--- src/rtl/bslpc_pkg.sv ---
// Package with the phase encoding, button codes and register reset values of the press classifier.
`default_nettype none

package bslpc_pkg;

	localparam int unsigned TickW = 16;
	localparam int unsigned NumButtons = 3;

	localparam logic [TickW-1:0] ShortTicksRst = 16'd451;
	localparam logic [TickW-1:0] LongTicksRst  = 16'd2001;
	localparam logic [TickW-1:0] TickMax       = 16'hFFFF;

	typedef logic [TickW-1:0] tick_t;
	typedef logic [NumButtons-1:0] btn_vec_t;

	typedef enum logic [2:0] {
		PH_IDLE  = 3'b001,
		PH_SHORT = 3'b010,
		PH_LOCK  = 3'b100
	} phase_t;

	typedef enum logic [1:0] {
		BTN_ENTER = 2'd0,
		BTN_DOWN  = 2'd1,
		BTN_UP    = 2'd2
	} btn_id_t;

	// Configuration register indexes.
	localparam logic CFG_SHORT_TICKS = 1'b0;
	localparam logic CFG_LONG_TICKS  = 1'b1;

endpackage

`default_nettype wire

--- src/rtl/button_short_long_press_classifier.sv ---
// Top level of the button press classifier: input register, phase machine and result register.
`default_nettype none

// One item is taken per clock cycle, every cycle, as long as the result register is not
// held by out_stall. An accepted item waits in the input register until the result
// register can advance, and the result register is then loaded from the phase logic.
// The rate is set by the update of the phase, tick counter and pending bits, done once
// per item. Each item is one tick: levels are active low (0 pressed), a fall sets a
// pending bit, and after short_ticks ticks the highest-priority pending button (enter,
// down, up) is reported as a long press if still held, else as a short press. Registers
// short_ticks (index 0) and long_ticks (index 1) are written through the cfg channel;
// the user must write them only while no item is in flight, not enforced by the block.
module button_short_long_press_classifier (
	input  wire                      clk,
	input  wire                      arst_n,
	input  wire                      in_valid,
	output logic                     in_stall,
	input  wire                      enter_level,
	input  wire                      down_level,
	input  wire                      up_level,
	output logic                     out_valid,
	input  wire                      out_stall,
	output logic [1:0]               button_id,
	output logic                     long_press,
	input  wire                      cfg_valid,
	output logic                     cfg_ready,
	input  wire                      cfg_index,
	input  wire  [bslpc_pkg::TickW-1:0] cfg_data
);
	import bslpc_pkg::*;

	tick_t    short_ticks_q, long_ticks_q;
	btn_vec_t prev_q, pend_q;
	phase_t   phase_q;
	tick_t    tick_q;

	logic     s1_valid_q;
	btn_vec_t levels_s1;

	logic     out_valid_q;
	logic [1:0] out_id_q;
	logic     out_long_q;

	logic     adv, s1_fire;

	// Next-state logic.
	btn_vec_t pend_lat, pend_d;
	phase_t   phase_d;
	tick_t    tick_inc, tick_d, wait_len;
	logic     wait_done;
	logic     any_pend;
	logic [1:0] sel;
	btn_vec_t sel_mask;
	logic     res_valid, res_long;

	assign cfg_ready = 1'b1;
	assign adv       = !out_valid_q || !out_stall;
	assign in_stall  = s1_valid_q && !adv;
	assign s1_fire   = s1_valid_q && adv;

	assign out_valid  = out_valid_q;
	assign button_id  = out_id_q;
	assign long_press = out_long_q;

	always_comb begin
		pend_lat = pend_q | (prev_q & ~levels_s1);
		any_pend = |pend_lat;
		priority if (pend_lat[0]) begin
			sel      = BTN_ENTER;
			sel_mask = 3'b001;
		end else if (pend_lat[1]) begin
			sel      = BTN_DOWN;
			sel_mask = 3'b010;
		end else if (pend_lat[2]) begin
			sel      = BTN_UP;
			sel_mask = 3'b100;
		end else begin
			sel      = BTN_ENTER;
			sel_mask = 3'b000;
		end

		// The counter saturates instead of wrapping.
		tick_inc  = (tick_q != TickMax) ? tick_q + 16'd1 : tick_q;
		wait_len  = (phase_q == PH_LOCK) ? long_ticks_q : short_ticks_q;
		wait_done = tick_inc >= wait_len;

		pend_d    = pend_lat;
		phase_d   = phase_q;
		tick_d    = tick_q;
		res_valid = 1'b0;
		res_long  = 1'b0;

		unique case (phase_q)
			PH_SHORT: begin
				tick_d = tick_inc;
				if (wait_done) begin
					tick_d = '0;
					if (!any_pend) begin
						phase_d = PH_LOCK;
					end else begin
						pend_d    = pend_lat & ~sel_mask;
						res_valid = 1'b1;
						res_long  = ~|(levels_s1 & sel_mask);
						phase_d   = res_long ? PH_LOCK : PH_IDLE;
					end
				end
			end
			PH_LOCK: begin
				tick_d = tick_inc;
				if (wait_done) begin
					tick_d  = '0;
					pend_d  = pend_lat & ~sel_mask;
					phase_d = PH_IDLE;
				end
			end
			default: begin
				phase_d = PH_IDLE;
				if (any_pend) begin
					phase_d = PH_SHORT;
					tick_d  = '0;
				end
			end
		endcase
	end

	always_ff @(posedge clk or negedge arst_n) begin
		if (!arst_n) begin
			short_ticks_q <= ShortTicksRst;
			long_ticks_q  <= LongTicksRst;
		end else if (cfg_valid && cfg_ready) begin
			unique case (cfg_index)
				CFG_SHORT_TICKS: short_ticks_q <= cfg_data;
				CFG_LONG_TICKS:  long_ticks_q  <= cfg_data;
				default:         short_ticks_q <= short_ticks_q;
			endcase
		end
	end

	always_ff @(posedge clk or negedge arst_n) begin
		if (!arst_n) begin
			s1_valid_q <= 1'b0;
		end else if (!in_stall) begin
			s1_valid_q <= in_valid;
		end
	end

	always_ff @(posedge clk) begin
		if (in_valid && !in_stall) begin
			levels_s1 <= {up_level, down_level, enter_level};
		end
	end

	always_ff @(posedge clk or negedge arst_n) begin
		if (!arst_n) begin
			prev_q  <= '1;
			pend_q  <= '0;
			phase_q <= PH_SHORT;
			tick_q  <= '0;
		end else if (s1_fire) begin
			prev_q  <= levels_s1;
			pend_q  <= pend_d;
			phase_q <= phase_d;
			tick_q  <= tick_d;
		end
	end

	always_ff @(posedge clk or negedge arst_n) begin
		if (!arst_n) begin
			out_valid_q <= 1'b0;
		end else if (s1_fire) begin
			out_valid_q <= res_valid;
		end else if (!out_stall) begin
			out_valid_q <= 1'b0;
		end
	end

	always_ff @(posedge clk) begin
		if (s1_fire && res_valid) begin
			out_id_q   <= sel;
			out_long_q <= res_long;
		end
	end

	// The input side only waits while a result is held in the output register.
	assert property (@(posedge clk) disable iff (!arst_n)
		in_stall |-> (out_valid_q && out_stall))
		else $error("input stalled without a held result");

	// A long press always starts the lockout.
	assert property (@(posedge clk) disable iff (!arst_n)
		(s1_fire && res_valid && res_long) |=> (phase_q == PH_LOCK))
		else $error("long press did not enter lockout");

	// The tick counter is cleared whenever the block is idle.
	assert property (@(posedge clk) disable iff (!arst_n)
		(phase_q == PH_IDLE) |-> (tick_q == '0))
		else $error("tick counter nonzero in idle phase");

	// Only the three defined button codes are reported.
	assert property (@(posedge clk) disable iff (!arst_n)
		out_valid_q |-> (out_id_q == BTN_ENTER || out_id_q == BTN_DOWN || out_id_q == BTN_UP))
		else $error("undefined button code reported");

endmodule

`default_nettype wire
--- config.mk ---
export PLATFORM = sky130hd
export DESIGN_NAME = button_short_long_press_classifier
export DESIGN_NICKNAME = d
export VERILOG_FILES = /design/src/rtl/bslpc_pkg.sv /design/src/rtl/button_short_long_press_classifier.sv
export SDC_FILE = /design/constraint.sdc
export NUM_CORES = 1
export LEC_CHECK = 0
export ABC_AREA = 1
export BUFFER_PORTS_ARGS = -buffer_cell sky130_fd_sc_hd__buf_2
export CAP_MARGIN = 0
export CORE_UTILIZATION = 45
export DETAILED_ROUTE_END_ITERATION = 8
export GPL_TIMING_DRIVEN = 0
export MAX_ROUTING_LAYER = met4
export PLACE_DENSITY = 0.66
export SYNTH_ARGS = -nofsm -noshare
export SYNTH_HDL_FRONTEND = slang
export SYNTH_SLANG_ARGS = --single-unit
export TNS_END_PERCENT = 10
--- constraint.sdc ---
create_clock -name clk -period 3.5 [get_ports clk]
set_input_delay 0.7 -clock clk [delete_from_list [all_inputs] [get_ports clk]]
set_output_delay 0.7 -clock clk [all_outputs]
set_load 0.1 [all_outputs]
== Word-level counts from Yosys, hierarchy flattened ==
Index checks and enable logic that the tools add are counted.

* Eq/ne operators: 6
* Multiplexer cells: 25
* Bitwise logic cells: 7
* Magnitude comparators: 1
* Add/sub/neg operators: 1
* Reductions and logical operators: 20

{| class="wikitable"
|+ Operators by type and width
! kind !! count
|-
| two-way mux 16 bit || 5
|-
| two-way mux 3 bit || 10
|-
| adder 16 x 1 -> 16 bit (second input constant) || 1
|-
| greater-or-equal comparator 16 bit || 1
|-
| != test 16 bit (second input constant) || 1
|-
| case mux 3 bit (2 select lines) || 2
|-
| bitwise AND 3 bit || 3
|-
| two-way mux 1 bit || 6
|-
| NOT 3 bit || 2
|-
| AND reduction 2 bit || 3
|-
| AND reduction 3 bit || 2
|-
| OR reduction 3 bit || 2
|-
| logical NOT 1 bit || 5
|-
| logical AND 1 bit || 4
|-
| two-way mux 2 bit || 2
|-
| != test 2 bit (second input constant) || 2
|-
| OR reduction 2 bit || 2
|-
| equality test 3 x 2 -> 1 bit (second input constant) || 1
|-
| equality test 3 bit (second input constant) || 1
|-
| bitwise OR 3 bit || 1
|-
| != test 2 x 1 -> 1 bit (second input constant) || 1
|-
| nonzero test 2 bit || 1
|-
| logical OR 1 bit || 1
|-
| NOT 1 bit || 1
|}

* Bits in registers: 65
* Logic and storage cells: 72
* Bits of input ports: 25

== Longest topological paths before layout ==
* Depth after elaboration: 12
* Depth in mapped cells: 22
* Mapped depth without buffers: 21

== Least setup slack after synthesis ==
Ideal clock, no wire load.

* Path type: flip-flop to output port
* Start: register out_valid_q, in the netlist out_valid
* End: output in_stall
* Stages on the path, launching flop included: 3
* Data arrival time: 2.370 ns
* Setup slack: 0.430 ns
* Path through: dfrtp_1 -> nand2_1 -> nor2_1

* Cells in the longest elaborated chain, start to end: 4

{| class="wikitable"
|+ RTL lines
! item !! line !! RTL
|-
| start: declaration || button_short_long_press_classifier.sv:40 || <nowiki>logic out_valid_q;</nowiki>
|-
| start signal: assignment || button_short_long_press_classifier.sv:171 || <nowiki>out_valid_q <= res_valid;</nowiki>
|-
| logical NOT 1 bit || button_short_long_press_classifier.sv:57 || <nowiki>assign adv = !out_valid_q || !out_stall;</nowiki>
|-
| logical OR 1 bit || button_short_long_press_classifier.sv:57 ||
|-
| logical NOT 1 bit || button_short_long_press_classifier.sv:58 || <nowiki>assign in_stall = s1_valid_q && !adv;</nowiki>
|-
| logical AND 1 bit || button_short_long_press_classifier.sv:58 ||
|-
| end: declaration || button_short_long_press_classifier.sv:17 || <nowiki>output logic in_stall,</nowiki>
|}

No other way between the ends.

== Worst setup path after layout ==
* Start: register tick_q[0]
* End: register out_long_q, in the netlist long_press (enable)

* Cells in the longest elaborated chain, start to end: 6
* Elaborated cells between the ends (all ways): 7

{| class="wikitable"
|+ RTL lines
! item !! line !! RTL
|-
| start: declaration || button_short_long_press_classifier.sv:35 || <nowiki>tick_t tick_q;</nowiki>
|-
| start signal: assignment || button_short_long_press_classifier.sv:163 || <nowiki>tick_q <= tick_d;</nowiki>
|-
| adder 16 x 1 -> 16 bit / != test 16 bit (equally long branches) || button_short_long_press_classifier.sv:83 || <nowiki>tick_inc = (tick_q != TickMax) ? tick_q + 16'd1 : tick_q;</nowiki>
|-
| two-way mux 16 bit (*) || button_short_long_press_classifier.sv:83 ||
|-
| greater-or-equal comparator 16 bit (*) || button_short_long_press_classifier.sv:85 || <nowiki>wait_done = tick_inc >= wait_len;</nowiki>
|-
| two-way mux 1 bit (*) || button_short_long_press_classifier.sv:96 || <nowiki>if (wait_done) begin</nowiki>
|-
| two-way mux 1 bit (*) || button_short_long_press_classifier.sv:93 || <nowiki>unique case (phase_q)</nowiki>
|-
| logical AND 1 bit (*) || button_short_long_press_classifier.sv:178 || <nowiki>if (s1_fire && res_valid) begin</nowiki>
|-
| end signal: assignment || button_short_long_press_classifier.sv:180 || <nowiki>out_long_q <= res_long;</nowiki>
|-
| end: declaration || button_short_long_press_classifier.sv:42 || <nowiki>logic out_long_q;</nowiki>
|}

Mark *: on every way between the ends. The rest lies on a longest branch, timed or not.
A chain may end at the register's enable or synchronous reset.

==> impl_metrics.ini <==
[final_layout]
fin_nets = 525
layout_commonest_cell = nand2_1
antennaDiodeCount = 0
final_cell_mix = nand2_1 (161), inv_1 (52), dfrtp_1 (43)
syn2layout_area_growth_pct = 13.0
n_fill_cell = 729
drive_gt1_share_pct = 15.6

[worst_setup_path]
critPathArrivalTime_ps = 3230
critPathMaxFanout = 6
cp-end-kind = register
path_class = reg -> reg
reg2regPathDepth = 13
worstPathRequired_ps = 3530
start_kind = register

[sta]
drv_slew = 0
slew-limit-headroom_pct = 50.7
hold_viol = 0
finClkSkew_ps = 11.0
fmax_mhz = 313
tightest_slew_ps = 740
fin_crit_ps = 3200
rsz0062_at_grt = no
fin_crit_sh_pct = 91.4
setup_tns_ps = 0
whs_ps = 416
setup_viol = 0

[synthesis]
syn-cell-area_um2 = 3600
ys_seq_area_share_pct = 46.6
ys_warn_count = 0
synthesis.nets = 485
syn_inst = 443
synth_cell_types = 32
avgSynthCellArea_um2 = 8.13
synth_seq_cells = 65

[job]
maxCapViolations = 0

[hold_path]
hold_class = in -> async

[detailed_routing]
routed_wl_um = 7120
ant_nets = 0
num_vias = 2861
drt_iter0_drc = 170
wl_per_cell_um = 12.1
viasPerCell = 4.85
drtPass1Iterations = 5
drc = 0

[power_and_ir_drop]
pwr-share-seq_pct = 45.6
ir_drop_mv = 0.302
cellLeakagePower_nw = 2.23
switching_share_pct = 31.9
p_per_area_nw_per_um2 = 493
intPower_mw = 1.37
power.switching_mw = 0.639
clkPwrFrac_pct = 30.7
combPwrFrac_pct = 23.7

[place]
io_buffers = 29
gp_congestion = 0.808
dp_hpwl_um = 5170

[global_routing]
grt_pass1_vias = 2753
track_usage_pct = 19.4
grt_max_degree = 60
grt_pass1_wl_um = 12300
antenna_found_initial = 0
gr-total-overflow = 0

[floorplanning]
start_util_pct = 46.6
rows = 32
io_pins = 31
die_h_um = 91.4
die_x_um = 91.4
coreArea_um2 = 7730
die_area_um2 = 8360

[cts]
clkTransAtPathRegs_ps = 80
cts_buffers = 9
insertion_delay_ps = 340
htreeDepth = 3
clock_path_buffers = 2
cts_sinks = 65
clockRootBuffer = clkbuf_8
cts_tree = built

[run_status]
status = finished, final reports clean
==> power by group through the flow <==
| stage | Sequential [mW] | Combinational [mW] | Clock, mW |
|---|---|---|---|
| final | 0.916 | 0.475 | 0.615 |
| after global routing | 0.928 | 0.554 | 0.665 |
| after CTS | 0.915 | 0.480 | 0.632 |
| after detailed placement | 0.929 | 0.478 | 0 |
| after global placement | 0.926 | 0.465 | 0 |
| after floorplan | 0.916 | 0.365 | 0 |
==> critical path, cell delays in order, from the launching register on <==
cell and delay [ps]:
dfrtp_1 440, ha_1 270, nand3_1 150, nor3_4 240, nand2_1 150, o21ai_0 200
nand3b_1 140, ha_1 300, nand2_1 70, nor3_1 250, nand2_1 120, nand2_1 130
nand3_1 170, nor2_1 260
==> timing repair <==
item,CTS,global route
gates resized for setup,0,1
hold buffers,0,0
endpoints found under the hold margin,0,0
endpoints found under the setup margin,0,6
buffers inserted,0,0
==> synth_stat cells <==
library cell | count | area (um2)
nand2_1 | 161 | 604
inv_1 | 52 | 195
dfrtp_1 | 43 | 1080
o21ai_0 | 42 | 210
nor2_1 | 20 | 75.1
ha_1 | 17 | 213
nand3_1 | 17 | 85.1
dfstp_2 | 16 | 420
mux2i_1 | 15 | 150
a21oi_1 | 8 | 40.0
edfxtp_1 | 6 | 180
clkbuf_1 | 5 | 18.8
nor3_1 | 5 | 25.0
xnor2_1 | 5 | 43.8
xor2_1 | 5 | 43.8
nand4_1 | 4 | 25.0
buf_2 | 3 | 15.0
nand3b_1 | 3 | 22.5
nand2_4 | 2 | 22.5
nor3_2 | 2 | 20.0
a21oi_2 | 1 | 8.76
buf_1 | 1 | 3.75
buf_4 | 1 | 7.51
buf_6 | 1 | 11.3
conb_1 | 1 | 3.75
mux2_2 | 1 | 11.3
nand3_2 | 1 | 10.0
nor2_4 | 1 | 11.3
nor3_4 | 1 | 16.3
o21ai_4 | 1 | 16.3
o21bai_1 | 1 | 7.51
or2_2 | 1 | 6.26
==> logic make-up (layout without fill, tap and decap cells) <==
| family | count (synthesis) | in the layout | synth area share [%] |
|---|---|---|---|
| other | 1 | 1 | 0.104 |
| adder cells (fa/ha/maj) | 17 | 17 | 5.91 |
| AO/OA/AOI/OAI | 53 | 53 | 7.86 |
| flip-flops | 65 | 65 | 46.6 |
| buffers and inverters | 63 | 108 | 6.99 |
| multiplexers | 16 | 16 | 4.48 |
| AND/OR/NAND/NOR | 218 | 218 | 25.7 |
| XOR/XNOR | 10 | 10 | 2.43 |
==> worst paths after layout <==
check,from,to,slack (ps)
worst max-delay path,tick_q[0],long_press,300
worst min-delay path,arst_n,tick_q[8],420
worst max register to register,tick_q[0],long_press,300
worst min register to register,phase_q[1],phase_q[1],480
max in group asynchronous,arst_n,long_ticks_q[5],2590
min in group clk,phase_q[1],phase_q[1],480
==> state kept, by name (all words and copies together), names as in the netlist, 2 cells and up <==
signal,flops
long_ticks_q,16
phase_q,3
pend_q,3
levels_s1,3
prev_q,3
tick_q,16
short_ticks_q,16
button_id,2
==> final cells by class <==
| cell class | count | area (um2) | share of cell area [%] |
|---|---|---|---|
| tap | 102 | 128 | 3.14 |
| buffer | 11 | 56.3 | 1.38 |
| sequential | 65 | 1680 | 41.2 |
| timing repair buffer | 29 | 148 | 3.63 |
| inverter | 52 | 195 | 4.80 |
| clock buffer | 11 | 131 | 3.23 |
| multi-input combinational | 315 | 1680 | 41.2 |
| clock inverter | 5 | 56.3 | 1.38 |
==> metrics by stage <==
stage	std cells	setup slack, ps	instance area [um2]	power (mW)	utilization, %
floorplan	443	430	3600	1.28	-
global placement	574	295	3870	1.39	50.1
detailed placement	574	269	3870	1.41	50.1
CTS	590	253	4060	2.03	52.5
global route	590	51.7	4070	2.15	52.6
finish	590	300	4070	2.01	52.6
==> layer usage <==
| metal | global-route usage, % | share of wire, % | vias up |
|---|---|---|---|
| li1 | - | - | 1486 |
| met4 | 8.33 | 0.89 | 0 |
| met3 | 3.85 | 3.6 | 5 |
| met2 | 30.4 | 46 | 51 |
| met1 | 24.5 | 49 | 1319 |
| met5 | - | 0 | - |
(Power assumes the default switching activity.)
